[config.mk]
export PLATFORM = sky130hd
export DESIGN_NAME = vibrate_command_retry_ack_top
export DESIGN_NICKNAME = d
export VERILOG_FILES = /design/src/rtl/vcra_pkg.sv /design/src/rtl/vibrate_command_retry_ack_top.sv /design/src/rtl/vcra_dp.sv /design/src/rtl/vcra_ctrl.sv
export SDC_FILE = /design/constraint.sdc
export NUM_CORES = 1
export LEC_CHECK = 0
export ABC_CLOCK_PERIOD_IN_PS = 9500
export BUFFER_PORTS_ARGS = -buffer_cell sky130_fd_sc_hd__buf_2
export CAP_MARGIN = 20
export CELL_PAD_IN_SITES_DETAIL_PLACEMENT = 1
export CELL_PAD_IN_SITES_GLOBAL_PLACEMENT = 1
export CORE_MARGIN = 3
export CORE_UTILIZATION = 30
export CTS_BUF_LIST = sky130_fd_sc_hd__clkbuf_8
export DETAILED_ROUTE_END_ITERATION = 8
export GPL_TIMING_DRIVEN = 1
export PLACE_DENSITY_LB_ADDON = 0.2
export SLEW_MARGIN = 20
export SYNTH_ARGS = -nofsm -noshare
export SYNTH_HDL_FRONTEND = slang
export SYNTH_SLANG_ARGS = --single-unit
[constraint.sdc]
create_clock -name clk -period 9.5 [get_ports clk]
set_clock_uncertainty 0.2 [all_clocks]
set_input_delay 0.475 -clock clk [delete_from_list [all_inputs] [get_ports clk]]
set_output_delay 0.475 -clock clk [all_outputs]
set_load 0.02 [all_outputs]
[src/rtl/vcra_pkg.sv]
// types, codes and widths for the vibrate command retry tracker
// no dependencies; used by every module of the block
`timescale 1ns / 1ps

package vcra_pkg;

  localparam int NUM_NODES = 3;
  localparam int IDX_W     = (NUM_NODES > 1) ? $clog2(NUM_NODES) : 1;

  localparam int FUNC_W  = 2;
  localparam int NODE_W  = 2;
  localparam int MSG_W   = 32;
  localparam int TIME_W  = 32;
  localparam int RETRY_W = 4;
  localparam int IVL_W   = 16;
  localparam int KIND_W  = 2;

  localparam int IN_DATA_W  = 72;  // node, ack_msg_id, now_ms padded to bytes
  localparam int OUT_DATA_W = 40;  // target_node, msg_id, retry_count padded

  localparam int CFG_IDX_W  = 1;
  localparam int CFG_DATA_W = 16;

  localparam logic [IVL_W-1:0]   RESET_INTERVAL = IVL_W'(40);
  localparam logic [RETRY_W-1:0] RESET_MAX_RETRIES = RETRY_W'(6);

  typedef enum logic [CFG_IDX_W-1:0] {
    CFG_RETRY_INTERVAL = 1'b0,
    CFG_MAX_RETRIES    = 1'b1
  } cfg_reg_t;

  typedef enum logic [FUNC_W-1:0] {
    FN_START   = 2'd0,
    FN_ACK     = 2'd1,
    FN_SERVICE = 2'd2
  } func_t;

  typedef enum logic [KIND_W-1:0] {
    KIND_SEND    = 2'd0,
    KIND_GAVE_UP = 2'd1,
    KIND_ACKED   = 2'd2
  } kind_t;

  typedef enum logic [1:0] {
    ST_IDLE,
    ST_SCAN,
    ST_EMIT
  } state_t;

  // controller to datapath
  typedef struct packed {
    logic load;  // capture the input transaction
    logic scan;  // build the mask of nodes that give a result
    logic emit;  // process the lowest masked node into the output register
  } ctrl_cmd_t;

  // datapath to controller
  typedef struct packed {
    logic mask_empty;  // no node left to process for this item
    logic out_free;    // output register can take a result this cycle
    logic emit_last;   // the selected node is the final one of this item
  } dp_status_t;

endpackage

[src/rtl/vibrate_command_retry_ack_top.sv]
// flow: the item is captured, the scan state builds the node mask, and the emit state writes
// one node per emit cycle to the output register; the next item waits until all are written
// the emit sequencer walks due nodes lowest first; a stalled output holds it
// reset (rst, synchronous, high): all entries closed, sequence number 0,
// retry interval 40 ms, max retries 6, no result pending
`timescale 1ns / 1ps

// top level: stop-and-wait retransmit tracker for vibrate commands
// depends on vcra_pkg, vcra_ctrl, vcra_dp

module vibrate_command_retry_ack_top import vcra_pkg::*; (
  input  logic                  clk,
  input  logic                  rst,

  // configuration writes, index 0 retry interval, index 1 max retries
  input  logic                  cfg_we,
  input  logic [CFG_IDX_W-1:0]  cfg_index,
  input  logic [CFG_DATA_W-1:0] cfg_data,

  // input items
  input  logic                  s_axis_tvalid,
  output logic                  s_axis_tready,
  input  logic [IN_DATA_W-1:0]  s_axis_tdata,   // node[1:0], ack_msg_id[33:2], now_ms[65:34]
  input  logic [FUNC_W-1:0]     s_axis_tuser,   // func[1:0]

  // results
  output logic                  m_axis_tvalid,
  input  logic                  m_axis_tready,
  output logic [OUT_DATA_W-1:0] m_axis_tdata,   // target_node[1:0], msg_id[33:2],
                                                // retry_count[37:34]
  output logic [KIND_W-1:0]     m_axis_tuser,   // kind[1:0]
  output logic                  m_axis_tlast    // last_result
);

  // command and status between the sequencer and the node table
  ctrl_cmd_t  cmd;
  dp_status_t status;

  // sequencer: takes one transaction at a time, then scans and emits
  vcra_ctrl u_ctrl (
    .clk      (clk),
    .rst      (rst),
    .in_valid (s_axis_tvalid),
    .in_ready (s_axis_tready),
    .cmd      (cmd),
    .status   (status)
  );

  // node table, sequence counter, config and the output register
  // the output register frees the input side while a result waits
  vcra_dp u_dp (
    .clk       (clk),
    .rst       (rst),
    .cfg_we    (cfg_we),
    .cfg_index (cfg_index),
    .cfg_data  (cfg_data),
    .in_data   (s_axis_tdata),
    .in_func   (s_axis_tuser),
    .out_data  (m_axis_tdata),
    .out_kind  (m_axis_tuser),
    .out_last  (m_axis_tlast),
    .out_valid (m_axis_tvalid),
    .out_ready (m_axis_tready),
    .cmd       (cmd),
    .status    (status)
  );

endmodule

[src/rtl/vcra_dp.sv]
// datapath: config registers, node table, sequence number, output register
// depends on vcra_pkg
`timescale 1ns / 1ps

module vcra_dp import vcra_pkg::*; (
  input  logic                  clk,
  input  logic                  rst,
  input  logic                  cfg_we,
  input  logic [CFG_IDX_W-1:0]  cfg_index,
  input  logic [CFG_DATA_W-1:0] cfg_data,
  input  logic [IN_DATA_W-1:0]  in_data,
  input  logic [FUNC_W-1:0]     in_func,
  output logic [OUT_DATA_W-1:0] out_data,
  output logic [KIND_W-1:0]     out_kind,
  output logic                  out_last,
  output logic                  out_valid,
  input  logic                  out_ready,
  input  ctrl_cmd_t             cmd,
  output dp_status_t            status
);

  logic [IVL_W-1:0]   retry_interval;
  logic [RETRY_W-1:0] max_retries;

  func_t             func_q;
  logic [NODE_W-1:0] node_q;
  logic [MSG_W-1:0]  ack_q;
  logic [TIME_W-1:0] now_q;

  logic [NUM_NODES-1:0] pend_valid;
  logic [MSG_W-1:0]     pend_msg     [NUM_NODES];
  logic [RETRY_W-1:0]   pend_retries [NUM_NODES];
  logic [TIME_W-1:0]    pend_sent    [NUM_NODES];
  logic [MSG_W-1:0]     seq_num;

  logic [NUM_NODES-1:0] mask;
  logic [NUM_NODES-1:0] mask_next;
  logic [NUM_NODES-1:0] sel_onehot;
  logic [IDX_W-1:0]     sel;

  logic                 node_ok;
  logic [MSG_W-1:0]     seq_inc;
  logic [MSG_W-1:0]     e_msg;
  logic [RETRY_W-1:0]   e_ret;
  logic                 wr_valid;
  logic                 wr_payload;
  logic                 seq_upd;
  kind_t                res_kind;
  logic [MSG_W-1:0]     res_msg;
  logic [RETRY_W-1:0]   res_ret;
  logic [NODE_W-1:0]    res_node;

  // configuration
  always_ff @(posedge clk) begin
    if (rst) begin
      retry_interval <= RESET_INTERVAL;
      max_retries    <= RESET_MAX_RETRIES;
    end else if (cfg_we) begin
      unique case (cfg_reg_t'(cfg_index))
        CFG_RETRY_INTERVAL: retry_interval <= cfg_data[IVL_W-1:0];
        CFG_MAX_RETRIES:    max_retries    <= cfg_data[RETRY_W-1:0];
        default: ;
      endcase
    end
  end

  // item capture
  always_ff @(posedge clk) begin
    if (cmd.load) begin
      func_q <= func_t'(in_func);
      node_q <= in_data[NODE_W-1:0];
      ack_q  <= in_data[NODE_W +: MSG_W];
      now_q  <= in_data[NODE_W+MSG_W +: TIME_W];
    end
  end

  assign node_ok = (node_q != '0) && (32'(node_q) <= NUM_NODES);

  // one lane per node
  always_comb begin
    for (int i = 0; i < NUM_NODES; i++) begin
      case (func_q)
        FN_START:   mask_next[i] = node_ok && (32'(node_q) == i + 1);
        FN_ACK:     mask_next[i] = node_ok && (32'(node_q) == i + 1) && pend_valid[i] &&
                                   (pend_msg[i] == ack_q);
        FN_SERVICE: mask_next[i] = pend_valid[i] &&
                                   ((now_q - pend_sent[i]) >= TIME_W'(retry_interval));
        default:    mask_next[i] = 1'b0;
      endcase
    end
  end

  // lowest pending node first
  always_comb begin
    sel = '0;
    for (int i = NUM_NODES - 1; i >= 0; i--) begin
      if (mask[i]) sel = IDX_W'(i);
    end
  end

  always_comb begin
    sel_onehot      = '0;
    sel_onehot[sel] = 1'b1;
  end

  always_ff @(posedge clk) begin
    if (rst) begin
      mask <= '0;
    end else if (cmd.scan) begin
      mask <= mask_next;
    end else if (cmd.emit) begin
      mask <= mask & ~sel_onehot;
    end
  end

  assign e_msg    = pend_msg[sel];
  assign e_ret    = pend_retries[sel];
  assign seq_inc  = seq_num + MSG_W'(1);
  assign res_node = NODE_W'(32'(sel) + 1);

  always_comb begin
    wr_valid   = 1'b0;
    wr_payload = 1'b0;
    seq_upd    = 1'b0;
    res_kind   = KIND_SEND;
    res_msg    = e_msg;
    res_ret    = e_ret;
    case (func_q)
      FN_START: begin
        wr_valid   = 1'b1;
        wr_payload = 1'b1;
        seq_upd    = 1'b1;
        res_msg    = seq_inc;
        res_ret    = '0;
      end
      FN_ACK: begin
        res_kind = KIND_ACKED;
      end
      FN_SERVICE: begin
        if (e_ret >= max_retries) begin
          res_kind = KIND_GAVE_UP;
        end else begin
          wr_valid   = 1'b1;
          wr_payload = 1'b1;
          res_ret    = e_ret + RETRY_W'(1);
        end
      end
      default: ;
    endcase
  end

  always_ff @(posedge clk) begin
    if (rst) begin
      pend_valid <= '0;
      seq_num    <= '0;
    end else if (cmd.emit) begin
      pend_valid[sel] <= wr_valid;
      if (seq_upd) seq_num <= seq_inc;
    end
  end

  // a start writes the whole entry, so unwritten payload is never read
  always_ff @(posedge clk) begin
    if (cmd.emit && wr_payload) begin
      pend_msg[sel]     <= res_msg;
      pend_retries[sel] <= res_ret;
      pend_sent[sel]    <= now_q;
    end
  end

  // output register
  always_ff @(posedge clk) begin
    if (rst) begin
      out_valid <= 1'b0;
    end else if (cmd.emit) begin
      out_valid <= 1'b1;
    end else if (out_ready) begin
      out_valid <= 1'b0;
    end
  end

  always_ff @(posedge clk) begin
    if (cmd.emit) begin
      out_data <= {{(OUT_DATA_W - NODE_W - MSG_W - RETRY_W){1'b0}}, res_ret, res_msg, res_node};
      out_kind <= res_kind;
      out_last <= status.emit_last;
    end
  end

  assign status.mask_empty = (mask == '0);
  assign status.out_free   = !out_valid || out_ready;
  assign status.emit_last  = ((mask & ~sel_onehot) == '0);

endmodule

[src/rtl/vcra_ctrl.sv]
// controller state machine: capture, scan, then one result per cycle while the output is free
// depends on vcra_pkg
`timescale 1ns / 1ps

module vcra_ctrl import vcra_pkg::*; (
  input  logic       clk,
  input  logic       rst,
  input  logic       in_valid,
  output logic       in_ready,
  output ctrl_cmd_t  cmd,
  input  dp_status_t status
);

  state_t state;
  state_t state_next;

  always_ff @(posedge clk) begin
    if (rst) begin
      state <= ST_IDLE;
    end else begin
      state <= state_next;
    end
  end

  always_comb begin
    state_next = state;
    in_ready   = 1'b0;
    cmd        = '0;
    unique case (state)
      ST_IDLE: begin
        in_ready = 1'b1;
        if (in_valid) begin
          cmd.load   = 1'b1;
          state_next = ST_SCAN;
        end
      end
      ST_SCAN: begin
        cmd.scan   = 1'b1;
        state_next = ST_EMIT;
      end
      ST_EMIT: begin
        if (status.mask_empty) begin
          state_next = ST_IDLE;
        end else if (status.out_free) begin
          cmd.emit = 1'b1;
          if (status.emit_last) state_next = ST_IDLE;
        end
      end
      default: state_next = ST_IDLE;
    endcase
  end

endmodule

-- Word-level counts from Yosys, hierarchy flattened
Memories as Yosys holds them, arrays and structs flattened.
Cells that the tools add are included.
- add/subtract/negate cells: 6
- magnitude comparators: 6
- equality and inequality tests: 13
- muxes and demuxes: 35
- bitwise logic cells: 3
- reduce and logical (&&, ||, !) cells: 27
- operators with widths (cell ; count):
    $eq 32x32->1 ; 3
    $ge 32x16->1 ; 3
    $sub 32x32->32 ; 3
    $add 32x1->32 const B ; 1
    $mux 32 ; 1
    $mux 1 ; 15
    $logic_and 1x1->1 ; 14
    $mux 2 ; 7
    $pmux 1 s3 ; 3
    $eq 2x2->1 const B ; 4
    $pmux 4 s2 ; 1
    $eq 2x1->1 const B ; 3
    $logic_not 3->1 ; 2
    $mux 3 ; 2
    $ne 3x3->1 const B ; 2
    $pmux 2 s3 ; 1
    $reduce_and 2->1 ; 3
    $reduce_bool 2->1 ; 3
    $add 4x1->4 const B ; 1
    $ge 4x4->1 ; 1
    $logic_not 2->1 ; 2
    $mux 4 ; 1
    $pmux 2 s2 ; 1
    $and 3x3->3 ; 1
    12 further kinds ; 12
- flip-flop bits (word level): 170
- RAM bits: 204
- input port bits: 96
- output and inout bits: 45
- word-level logic and storage cells: 107
- memories: 3
- memories (memory ; words ; bits a word ; read ports ; clocked after Yosys merged registers in ; write ports ; RTL line ; text):
    u_dp.pend_msg ; 3 ; 32 ; 4 ; 0 ; 1 ; vcra_dp.sv:31 ; logic [MSG_W-1:0] pend_msg [NUM_NODES];
    u_dp.pend_sent ; 3 ; 32 ; 3 ; 0 ; 1 ; vcra_dp.sv:33 ; logic [TIME_W-1:0] pend_sent [NUM_NODES];
    u_dp.pend_retries ; 3 ; 4 ; 1 ; 0 ; 1 ; vcra_dp.sv:32 ; logic [RETRY_W-1:0] pend_retries [NUM_NODES];

-- Logic depth before layout (Yosys ltp)
Gate-level depths: netlist of run 1.
- word-level depth: 14
- depth in mapped cells: 21
- depth with buffers taken out: 21

-- Modules after synthesis
A second synthesis of run 1 with hierarchy kept.
- cell total of the unflattened synthesis: 2024
- area, all modules: 21202.8 µm²
- modules (own cells, without submodules) (module ; times used ; cells an instance ; area each (µm²) ; seq. area each (µm²)):
    vcra_dp ; 1 ; 2012 ; 21089.0 ; 10580.1
    vcra_ctrl ; 1 ; 12 ; 113.9 ; 40.0

-- Least setup slack after synthesis of run 1
OpenSTA, ideal clock, no wires.
- path kind: flip-flop to flip-flop
- start point: register u_dp.mask[1]
- end point: memory u_dp.pend_msg[1][0], enable pin
- setup time: 0.496 ns
- data arrival time: 5.382 ns
- data required time: 8.804 ns
- path slack: 3.421 ns
- cell stages (with the launch flop): 14
- path buffers: 1
- clock period less this slack: 6.079 ns
- cell sequence: dfxtp_1 > nor2b_1 > clkbuf_1 > nand2_1 > a21oi_1 > a21oi_1 > ha_1 > nand2b_1 > a21o_1 > a21o_1 > a21oi_1 > and2_0 > o21ai_0 > nor2_1
- cells in the longest elaborated chain, start to end: 9
- elaborated cells on any way between the ends: 12
- those cells by class: order compare (1); mux (8); reduce/logical (2); memory (1)
- RTL lines (what ; RTL line ; text):
    start, declared ; vcra_dp.sv:36 ; logic [NUM_NODES-1:0] mask;
    start signal, assigned ; vcra_dp.sv:110 ; mask <= mask_next;
    start signal, assigned ; vcra_dp.sv:112 ; mask <= mask & ~sel_onehot;
    $mux 2 (2 in series) ; vcra_dp.sv:97 ; if (mask[i]) sel = IDX_W'(i);
    $mem_v2 3x4 ; -- ;
    $ge 4x4->1 ; vcra_dp.sv:140 ; if (e_ret >= max_retries) begin
    $mux 1 ; vcra_dp.sv:140 ;
    $pmux 1 s2 ; vcra_dp.sv:128 ; case (func_q)
    $logic_and 1x1->1 ; vcra_dp.sv:164 ; if (cmd.emit && wr_payload) begin
    $mux 1 ; vcra_dp.sv:164 ;
    $mux 1 (implied by the code) ; vcra_dp.sv:165 ; pend_msg[sel] <= res_msg;
    end, declared ; vcra_dp.sv:31 ;
Parallel ways exist; a longest one is shown, timed or not.

-- Final worst setup path of run 1
- start point: register u_dp.mask[1]
- end point: memory u_dp.pend_msg[0][25], enable pin
Same word-level chain as after synthesis.

==> summary.txt, run 1 <==
Clocking
  – CTS Root Cell: clkbuf_8
  – Clock latency on the worst-skew pair: 0.69 ns
  – CTS HTree Levels: 3
  – CTS tree: yes
  – PostCTS Resize Cnt: 0
  – Reg clk slew, reported paths: 0.06 ns
  – Max clock buf depth: 3
  – CTS Buf Count: 75
  – TritonCTS Sinks: 374

Synthesis
  – Sequential area share after synthesis: 49.52%
  – Yosys reg bits: 374
  – Synth Instances: 2083
  – Top-count cell post-synth: edfxtp_1
  – Async SR Flop Fraction: 0%
  – Synth top area share: 43.83%
  – Synth cell count leaders: edfxtp_1, nand2_1, a21oi_1
  – Post-synth EDFFs: 313
  – Yosys warning count: 0
  – Unique cell type count in the Yosys netlist: 79
  – Avg Cell Area, Syn: 10.30 µm²
  – Synthesized area: 0.02145 mm²
  – Synth top area cells: edfxtp_1, ha_1, dfxtp_1
  – Synth Flop Type: edfxtp_1
  – Synth area leader: edfxtp_1

STA
  – Fin. Hold Viols: 0
  – Crit share post-route: 60.00%
  – Setup tns final: 0 ns
  – Worst Slack Setup Final: 3.800 ns
  – Slew margin rel.: 39.07%
  – Worst-Margin Slew: 0.9084 ns
  – Unrepaired setup endpoints after global routing: no
  – Final min period: 5.700 ns
  – # setup viols final: 0
  – Worst hold slack: 0.08236 ns
  – Max Fclk: 175.5 MHz
  – Max-slew violation count: 0

Pwr
  – Peak supply drop: 0.1331 mV
  – Overall power: 4.069 mW
  – P_leak: 9.803 nW
  – P per Cell Area: 158.6 mW/mm²

Worst setup path
  – Startpoint Class: register
  – Critical Path Fanout Max: 38
  – CP Buf/Inv Count: 4
  – Crit-path leading delay family: buffers and inverters
  – Worst path max stage delay: 0.62 ns
  – Setup crit end kind: register
  – Crit-path slowest cell: buf_4
  – Cells along the critical path: nor2b_2, buf_4, inv_1, nand2_1, a21oi_1, a21oi_1, ha_1, nand2b_1, a21o_1, a21o_1, a21oi_1, and2_0, o21ai_0, or2_2, clkinv_2, buf_4
  – Most used cell, CP: a21oi_1
  – CP required: 9.60 ns
  – CP Class: register to register
  – Crit path DAT: 5.80 ns

Floorplanning
  – Die ar.: 0.07473 mm²
  – Initial Utilization: 30.47%
  – DIE HEIGHT: 273.4 µm
  – DIE WIDTH: 273.4 µm
  – Core box area: 0.07039 mm²
  – Core Rows: 97
  – I/O pin count: 141

Global routing
  – Initial antenna violation count: 1
  – Vias in the first global route: 17.85k
  – Pin count of the biggest net entering global routing: 74
  – Remaining Overflow, GRT: 0
  – Gr usage total: 17.83%
  – First-pass GRT wire length: 103200 µm

Status
  – Status: finished clean

Placed design
  – IO buf count: 132
  – Dpl hpwl: 48240 µm
  – Place WS: 3.598 ns
  – Placed Instances: 3105
  – Routability cong.: 0.8196

Cells and area
  – Layout cell share with drive strength beyond 1: 11.75%
  – Final non-filler cell total: 3332
  – Nets@finish: 2581
  – ANT cells: 0
  – Layout area overhead: 19.64%

Route
  – WL final: 66460 µm
  – Vias/cell: 5.013
  – ANT nets after route: 0
  – 1st-pass router iterations: 6
  – Via count: 16.70k
  – Drt drc: 0
  – Routed len/inst: 19.95 µm
  – Detailed Route Iter0 Violations: 925

Hold path
  – Hold WC Path Type: input pin to register

Run
  – Max Cap Violations: 0
-- placed cells by master, fill, tap and decap left out, drive strengths merged, types with 7 or more instances in the layout --
| cell type | netlist | routed |
|---|---|---|
| inv | 147 | 179 |
| o2111ai | 8 | 8 |
| nor3 | 44 | 44 |
| or3 | 13 | 13 |
| and3 | 22 | 22 |
| o211ai | 11 | 11 |
| a21boi | 7 | 7 |
| a211o | 9 | 9 |
| xor2 | 81 | 81 |
| nand2 | 228 | 228 |
| o21a | 14 | 14 |
| mux2i | 9 | 9 |
| dlygate4sd3 | 0 | 88 |
| nor2b | 22 | 22 |
| buf | 8 | 146 |
| nand2b | 22 | 22 |
| dfxtp | 61 | 61 |
| nor4 | 16 | 16 |
| edfxtp | 313 | 313 |
| o21bai | 10 | 10 |
| o31ai | 8 | 8 |
| nand3 | 48 | 48 |
| nand4 | 36 | 36 |
| a211oi | 49 | 49 |
| a21oi | 206 | 206 |
| a21o | 40 | 40 |
| clkinv | 0 | 18 |
| clkbuf | 56 | 82 |
| ha | 151 | 151 |
| xnor2 | 127 | 127 |
| nor2 | 124 | 124 |
| o21ai | 73 | 73 |
| a31oi | 21 | 21 |
| and2 | 18 | 18 |
-- layer usage --
layer	track usage (%)	wire (µm)	part of all wire (%)	vias to the layer above
met5	0	7	0.011	-
met1	21.80	28770	43	8268
met2	31.87	33840	51	248
met4	5.407	1843	2.8	2
met3	3.129	1994	3.0	113
li1	-	-	-	8071
-- final cells by class --
class	instances	area, µm²
flip-flops and latches	374	10620
clock inverters	56	454.2
well taps	940	1176
multi-input cells	1499	10060
fillers	7921	44740
inverters	147	553.0
clock buffers	82	1129
repair buffers	234	1667
-- where the power goes --
part           internal [mW]  switching (mW)  leakage, nW  total, mW
sequential              1.81          0.0406         3.35       1.85
combinational          0.193           0.267         5.55      0.460
clock                  0.978           0.780        0.908       1.76
-- flip-flops by register name (all words and copies together) (netlist names) --
| name | cells |
|---|---|
| u_dp.pend_msg | 96 |
| u_dp.pend_sent | 96 |
| u_dp.out_data | 38 |
| u_dp.ack_q | 32 |
| u_dp.now_q | 32 |
| u_dp.seq_num | 32 |
| u_dp.retry_interval | 16 |
| u_dp.pend_retries | 12 |
| u_dp.max_retries | 4 |
| u_dp.mask | 3 |
| u_dp.pend_valid | 3 |
| u_ctrl.state | 2 |
| u_dp.func_q | 2 |
| u_dp.node_q | 2 |
| u_dp.out_kind | 2 |
| u_dp.out_last | 1 |
| u_dp.out_valid | 1 |
-- worst reg2reg max path: cells and delay by family, from the launching register on --
| family | cells | cell delay [ns] |
|---|---|---|
| buf+inv | 4 | 1.87 |
| compound gates | 6 | 1.26 |
| simple gates | 5 | 1.23 |
| flops | 1 | 0.43 |
| fa+ha+maj | 1 | 0.29 |
-- cells by family after synthesis --
logic type | after synthesis | synth area share (%)
other cells | 1 | 0.01749
compound gates | 504 | 14.92
xor+xnor | 208 | 8.495
mux | 10 | 0.4726
fa+ha+maj | 154 | 9.090
flops | 374 | 49.52
buf+inv | 211 | 3.746
simple gates | 621 | 13.73
-- through the flow --
stage / cell area (µm²) / util [%]
global placement: 23160 / 32.90
detailed placement: 23160 / 32.91
CTS: 25630 / 36.41
floorplan: 21450 / -
finish: 25660 / 36.45
global route: 25660 / 36.45
-- repair_timing --
action / in CTS / in global routing
buffers inserted: 0 / 0
hold buffers: 88 / 0
endpoints found under the hold margin: 88 / 0
-- final timing paths --
kind | cells after the start | to | slack [ns] | from
min reg2reg | 2 | u_dp.retry_interval[2] | 0.25 | u_dp.retry_interval[2]
max reg2reg | 16 | u_dp.pend_msg[0][25] | 3.80 | u_dp.mask[1]
max | 16 | u_dp.pend_msg[0][25] | 3.80 | u_dp.mask[1]
min | 3 | u_dp.out_valid | 0.08 | m_axis_tready
Power figures use the tool's default switching activity.
==> run 2, diff against run 1 <==
--- a/config.mk
+++ b/config.mk
@@ -5,7 +5,8 @@
 export SDC_FILE = /design/constraint.sdc
 export NUM_CORES = 1
 export LEC_CHECK = 0
-export ABC_CLOCK_PERIOD_IN_PS = 9500
+export ABC_AREA = 1
+export ABC_CLOCK_PERIOD_IN_PS = 4900
 export BUFFER_PORTS_ARGS = -buffer_cell sky130_fd_sc_hd__buf_2
 export CAP_MARGIN = 20
 export CELL_PAD_IN_SITES_DETAIL_PLACEMENT = 1
==> constraint.sdc (replaced) <==
create_clock -name clk -period 4.9 [get_ports clk]
set_clock_uncertainty 0.2 [all_clocks]
set_input_delay 0.245 -clock clk [delete_from_list [all_inputs] [get_ports clk]]
set_output_delay 0.245 -clock clk [all_outputs]
set_load 0.02 [all_outputs]
==> summary.txt, run 2 <==
Placed design
  – Routability cong.: 0.8871 (+8.2%)
  – Place WS: 0.7674 ns (-2.831 ns)
  – IO buf count: 132 (unchanged)
  – Dpl hpwl: 58180 µm (+21%)
  – Placed Instances: 3970 (+28%)
  – Dpl cell area: 0.02514 mm² (+8.5%)

Clocking
  – Reg clk slew, reported paths: 0.06 ns (about the same)
  – Max clock buf depth: 3 (unchanged)
  – CTS tree: yes
  – CTS Buf Count: 73 (-2.7%)
  – CTS Root Cell: clkbuf_8
  – Clock latency on the worst-skew pair: 0.69 ns (about the same)
  – TritonCTS Sinks: 374 (unchanged)
  – CTS HTree Levels: 3 (unchanged)

Global routing
  – First-pass GRT wire length: 118400 µm (+15%)
  – Remaining Overflow, GRT: 0 (unchanged)
  – Initial antenna violation count: 2 (+1)
  – Vias in the first global route: 21.40k (+20%)
  – Pin count of the biggest net entering global routing: 57 (-23%)
  – Gr usage total: 18.63% (+0.80 points)

Synthesis
  – Synth top area share: 40.53% (-3.3 points)
  – Yosys reg bits: 374 (unchanged)
  – Sequential area share after synthesis: 45.79% (-3.7 points)
  – Synthesized area: 0.02319 mm² (+8.1%)
  – Avg Cell Area, Syn: 8.198 µm² (-20%)
  – Post-synth EDFFs: 313 (unchanged)
  – Synth cell count leaders: nand2_1, inv_1, edfxtp_1
  – Synth Flop Type: edfxtp_1
  – Async SR Flop Fraction: 0% (unchanged)
  – Unique cell type count in the Yosys netlist: 54 (-32%)
  – Synth Instances: 2829 (+36%)
  – Top-count cell post-synth: nand2_1
  – Yosys warning count: 0 (unchanged)
  – Synth top area cells: edfxtp_1, nand2_1, inv_1
  – Synth area leader: edfxtp_1

Worst setup path
  – CP required: 4.99 ns (-4.61 ns)
  – Setup crit end kind: register
  – Worst-case reg-to-reg path depth: 12 (-4)
  – Terminus of the critical flop-to-flop path: u_dp.pend_sent[2][29]
  – Crit path DAT: 4.15 ns (-1.65 ns)
  – Worst r2r src: u_dp.mask[1]
  – CP Class: register to register
  – Startpoint Class: register
  – Reg2reg setup slack: 0.83 ns (-2.97 ns)
  – Critical Path Fanout Max: 36 (-5.3%)

Cells and area
  – Nets@finish: 3375 (+31%)
  – Most common cell after layout, fill and taps aside: nand2_1
  – Layout cell share with drive strength beyond 1: 9.428% (-2.3 points)
  – Biggest regs: u_dp.pend_msg (96), u_dp.pend_sent (96), u_dp.out_data (38)
  – Layout area overhead: 19.89%
  – Design area: 0.02781 mm² (+8.4%)
  – Final non-filler cell total: 4213 (+26%)
  – Most frequent cells in the layout: nand2_1, inv_1, edfxtp_1

Hold path
  – Worst hold stages: 2 (-1)
  – Sink of the worst hold path: u_dp.ack_q[19]
  – Hold WC Path Type: input pin to register
  – Min-Delay Startpoint: s_axis_tdata[21]

STA
  – Max Fclk: 245.9 MHz (+40%)
  – Worst Slack Setup Final: 0.8337 ns (-2.967 ns)
  – Max-slew violation count: 0 (unchanged)
  – Unrepaired setup endpoints after global routing: no
  – # setup viols final: 0 (unchanged)
  – Worst-Margin Slew: 0.9292 ns (+0.02077 ns)
  – Setup tns final: 0 ns (unchanged)
  – Slew margin rel.: 37.40% (-1.7 points)
  – Fin. Hold Viols: 0 (unchanged)
  – Final min period: 4.066 ns (-1.633 ns)
  – Crit share post-route: 82.98% (+23 points)

Status
  – Status: finished clean

Pwr
  – Sequential power share: 44.1% (-1.4 points)
  – Switch share: 28.73% (+2.0 points)
  – Combinational share of power: 14.5% (+3.2 points)
  – Sw power: 2.371 mW (+120%)
  – Internal power of the cells: 5.882 mW (+97%)
  – P per Cell Area: 296.8 mW/mm² (+87%)
  – Overall power: 8.253 mW (+100%)
  – Clock share of power: 41.4% (-1.8 points)
  – P_leak: 12.81 nW (+31%)
  – Peak supply drop: 0.2418 mV (+82%)

Floorplanning
  – Core box area: 0.07620 mm² (+8.3%)
  – DIE HEIGHT: 284.0 µm (+3.9%)
  – Core Rows: 101 (+4.1%)
  – I/O pin count: 141 (unchanged)
  – Die ar.: 0.08068 mm² (+8.0%)
  – Initial Utilization: 30.44% (about the same)
  – DIE WIDTH: 284.0 µm (+3.9%)

Route
  – ANT nets after route: 0 (unchanged)
  – Drt drc: 0 (unchanged)
  – WL final: 75710 µm (+14%)
  – Detailed Route Iter0 Violations: 816 (-12%)
  – Vias/cell: 4.709 (-6.1%)
  – 1st-pass router iterations: 5 (-1)
  – Via count: 19.84k (+19%)
  – Routed len/inst: 17.97 µm (-9.9%)

Run
  – Max Cap Violations: 0 (unchanged)
## run 2: cell count changes after synthesis, sizes merged, moves of 40 or more
cell,before,now
a211oi,49,6
a21oi,206,166
nand3,48,114
nand2,228,756
o21ai,73,131
inv,147,511
xnor2,127,32
nor2,124,229
## run 2: metrics by stage
| stage | util [%] | hold slack, ns |
|---|---|---|
| 4_1_cts | 36.49 | 0.0007524 |
| 2_1_floorplan | - | 0.1439 |
| 3_3_place_gp | 32.99 | 0.2227 |
| 5_1_grt | 36.49 | 0.03057 |
| 3_5_place_dp | 32.99 | 0.2240 |
| 6_report | 36.49 | 0.07208 |
## run 2: power by group through the flow
| stage | registers, mW | logic, mW | clock network, mW |
|---|---|---|---|
| floorplan | 3.67 | 0.760 | 0 |
| global placement | 3.70 | 1.09 | 0 |
| detailed placement | 3.71 | 1.13 | 0 |
| CTS | 3.64 | 1.21 | 3.54 |
| global route | 3.65 | 1.36 | 3.68 |
| finish | 3.64 | 1.19 | 3.42 |
## run 2: worst max-delay path by stage
stage,startpoint,endpoint,slack (ns),cells after the start
finish,u_dp.mask[1],u_dp.pend_sent[2][29],0.83,12
global route,u_dp.now_q[1],u_dp.mask[2],0.35,23
CTS,u_dp.mask[1],u_dp.pend_msg[1][28],0.76,12
detailed placement,u_dp.mask[1],u_dp.pend_sent[2][30],0.77,12
global placement,u_dp.mask[1],u_dp.pend_msg[2][28],0.84,12
floorplan,u_dp.mask[0],u_dp.pend_msg[0][0],-0.81,6
## run 2: logic make-up (layout without fill, tap and decap cells)
logic type	count (synthesis)	after routing	synth area share (%)
AOI/OAI and AO/OA	391	391	9.328
xor gates and xnor gates	140	140	5.287
adders and majority gates	154	154	8.405
buffers and inverters	551	903	8.999
DFF	374	374	45.79
muxes	1	1	0.04855
other	1	3	0.01617
and+or+nand+nor	1217	1217	22.12
## run 2: layout make-up
cell class                 count  area (µm²)
sequential                   374       10620
fill                        9239       48400
multi-input combinational   1905       10520
antenna                        1       2.502
tap                         1030        1289
inverter                     513        1927
clock buffer                  76        1046
timing repair buffer         258        1882
clock inverter                56       518.0
## run 2: worst max-delay path, cell delays in order (launching register included)
cell and delay, ns:
dfxtp_1 0.40, inv_1 0.07, nor2_2 0.19, buf_4 0.45
nand2_1 0.12, a31oi_2 0.29, ha_1 0.30, nand4_1 0.11
nand3_1 0.12, nor2_1 0.33, o21ai_0 0.38, nor2_4 0.19
buf_4 0.47
## run 2: timing repair
item                                   in CTS  in global routing
setup buffers                               0                  0
endpoints found under the hold margin     125                  0
hold buffers                              110                  0
gates resized for setup                     0                  0
## run 2: metal layers
metal	wire length (µm)	vias up	global-route usage (%)
met2	39040	269	34.81
met1	32360	9586	21.81
met5	13	-	0
li1	-	9829	-
met4	2363	2	6.481
met3	1933	154	2.369
==> run 3, diff against run 2 <==
--- a/config.mk
+++ b/config.mk
@@ -6,7 +6,7 @@
 export NUM_CORES = 1
 export LEC_CHECK = 0
 export ABC_AREA = 1
-export ABC_CLOCK_PERIOD_IN_PS = 4900
+export ABC_CLOCK_PERIOD_IN_PS = 4100
 export BUFFER_PORTS_ARGS = -buffer_cell sky130_fd_sc_hd__buf_2
 export CAP_MARGIN = 20
 export CELL_PAD_IN_SITES_DETAIL_PLACEMENT = 1
==> constraint.sdc (replaced) <==
create_clock -name clk -period 4.1 [get_ports clk]
set_clock_uncertainty 0.2 [all_clocks]
set_input_delay 0.205 -clock clk [delete_from_list [all_inputs] [get_ports clk]]
set_output_delay 0.205 -clock clk [all_outputs]
set_load 0.02 [all_outputs]
==> summary.txt, run 3 (synthesis gave the netlist of run 2 again) <==
STA
  – Max Fclk: 261.9 MHz (+6.5%)
  – Worst Slack Setup Final: 0.2825 ns (-0.5513 ns)
  – Crit share post-route: 93.11% (+10 points)
  – Slew margin rel.: 45.96% (+8.6 points)
  – Fin. Hold Viols: 0 (unchanged)
  – Worst-Margin Slew: 0.8097 ns (-0.1195 ns)
  – # setup viols final: 0 (unchanged)
  – Unrepaired setup endpoints after global routing: yes
  – Worst hold slack: 0.05908 ns (-0.01300 ns)
  – Max-slew violation count: 0 (unchanged)
  – Final min period: 3.818 ns (-0.2487 ns)

Clocking
  – TritonCTS Sinks: 374 (unchanged)
  – CTS Root Cell: clkbuf_8
  – CTS tree: yes
  – CTS HTree Levels: 3 (unchanged)
  – Reg clk slew, reported paths: 0.07 ns (about the same)
  – Clock latency on the worst-skew pair: 0.68 ns (about the same)
  – CTS Buf Count: 73 (unchanged)
  – Max clock buf depth: 3 (unchanged)

Global routing
  – Pin count of the biggest net entering global routing: 57 (unchanged)
  – Vias in the first global route: 21.94k (+2.5%)
  – Initial antenna violation count: 2 (unchanged)
  – Remaining Overflow, GRT: 0 (unchanged)
  – First-pass GRT wire length: 121600 µm (+2.8%)
  – Gr usage total: 19.22% (+0.59 points)

Pwr
  – Switch share: 29.98% (+1.2 points)
  – Peak supply drop: 0.2382 mV (-1.5%)
  – P per Cell Area: 336.6 mW/mm² (+13%)
  – Overall power: 9.513 mW (+15%)
  – Clock share of power: 38.6% (-2.8 points)
  – P_leak: 13.02 nW (+1.7%)
  – Sw power: 2.852 mW (+20%)
  – Sequential power share: 45.6% (+1.5 points)
  – Combinational share of power: 15.9% (+1.4 points)
  – Internal power of the cells: 6.661 mW (+13%)

Hold path
  – Hold WC Path Type: input pin to register

Placed design
  – IO buf count: 132 (unchanged)
  – Placed Instances: 3991 (+0.53%)
  – Dpl cell area: 0.02537 mm² (+0.93%)
  – Place WS: 0.1734 ns (-0.5940 ns)
  – Dpl hpwl: 59870 µm (+2.9%)
  – Routability cong.: 0.8895 (+0.27%)

Worst setup path
  – Crit-path slowest cell: edfxtp_1
  – Most used cell, CP: nand2_1
  – Cells along the critical path: ha_1, nand2_1, inv_1, a21oi_1, nor2_1, nor2_1, nand2_1, xor2_1, ha_1, a21oi_1, nor3_1, a211oi_1, nand2_1, nor2_1, nand3_1, nor2_1, nand3_1, nand2_1, nand2_1, nand2_1, a21oi_1
  – Critical Path Fanout Max: 6 (-83%)
  – Crit path DAT: 4.16 ns (about the same)
  – CP required: 4.44 ns (-0.55 ns)
  – Worst path max stage delay: 0.54 ns (+0.07 ns)
  – CP Class: register to register
  – Setup crit end kind: register
  – Startpoint Class: register

Cells and area
  – Area occupied by multi-input gates: 0.01058 mm² (+0.59%)
  – Biggest regs: u_dp.pend_msg (96), u_dp.pend_sent (96), u_dp.out_data (38)
  – Design area: 0.02826 mm² (+1.7%)
  – FF/Latch Area: 0.01062 mm² (unchanged)
  – Layout area overhead: 21.87%
  – Layout cell share with drive strength beyond 1: 10.02% (+0.59 points)
  – Nets@finish: 3433 (+1.7%)
  – Fill count: 9104 (-1.5%)
  – Most common cell after layout, fill and taps aside: nand2_1
  – Most frequent cells in the layout: nand2_1, inv_1, edfxtp_1
  – Final non-filler cell total: 4266 (+1.3%)

Route
  – Detailed Route Iter0 Violations: 1022 (+25%)
  – Vias/cell: 4.707 (about the same)
  – WL final: 78470 µm (+3.6%)
  – Drt drc: 0 (unchanged)
  – Routed len/inst: 18.39 µm (+2.4%)
  – Via count: 20.08k (+1.2%)
  – 1st-pass router iterations: 5 (unchanged)
  – ANT nets after route: 0 (unchanged)

Floorplanning
  – Core box area: 0.07620 mm² (unchanged)
  – DIE WIDTH: 284.0 µm (unchanged)
  – Die ar.: 0.08068 mm² (unchanged)
  – DIE HEIGHT: 284.0 µm (unchanged)
  – I/O pin count: 141 (unchanged)
  – Initial Utilization: 30.44% (unchanged)
  – Core Rows: 101 (unchanged)

Run
  – Max Cap Violations: 0 (unchanged)

Status
  – Status: finished clean
## run 3: final timing paths
kind / end / slack [ns] / start / cells after the start
hold reg to reg: u_dp.max_retries[3] / 0.29 / u_dp.max_retries[3] / 2
setup reg to reg: u_dp.mask[0] / 0.28 / u_dp.now_q[8] / 21
setup / recovery: u_dp.mask[0] / 0.28 / u_dp.now_q[8] / 21
hold / removal: u_dp.now_q[7] / 0.06 / s_axis_tdata[41] / 2
## run 3: worst max-delay path, delay by kind of cell, from the launching register on
family,cells,cell delay (ns)
and+or+nand+nor,13,1.32
adders and majority gates,2,0.73
AOI/OAI and AO/OA,4,0.64
DFF,1,0.54
xor gates and xnor gates,1,0.20
buffers and inverters,1,0.06
## run 3: final cells by class
class	instances	area share (%)
Antenna cell	1	0.008853
Tap cell	1030	4.560
Sequential cell	374	37.57
Clock inverter	52	1.160
Clock buffer	75	3.652
Timing Repair Buffer	316	8.783
Inverter	513	6.817
Multi-Input combinational cell	1905	37.45
## run 3: power groups by stage
stage	Clock, mW	Sequential [mW]	Combinational, mW
2_1_floorplan	0	4.38	0.909
3_3_place_gp	0	4.41	1.35
3_5_place_dp	0	4.42	1.40
4_1_cts	3.81	4.34	1.52
5_1_grt	3.97	4.34	1.71
6_report	3.67	4.34	1.51
## run 3: per-layer routing
metal  share of wire (%)  track usage (%)  vias up
met5               0.015                0        -
met4                 3.0            6.327        2
met3                 2.8            2.458      132
met2                  52            36.14      260
met1                  43            22.44     9751
li1                    -                -     9935
## run 3: timing repair
action,CTS,global route
gates resized for setup,0,14
hold endpoints to repair,112,0
endpoints found under the setup margin,0,214
hold buffers,146,0
setup buffers,0,1
## run 3: metrics by stage
stage,utilization (%),setup TNS (ns)
floorplan,-,-120.20
global placement,33.29,0
detailed placement,33.29,0
CTS,37.00,0
global route,37.09,-0.01628
finish,37.09,0
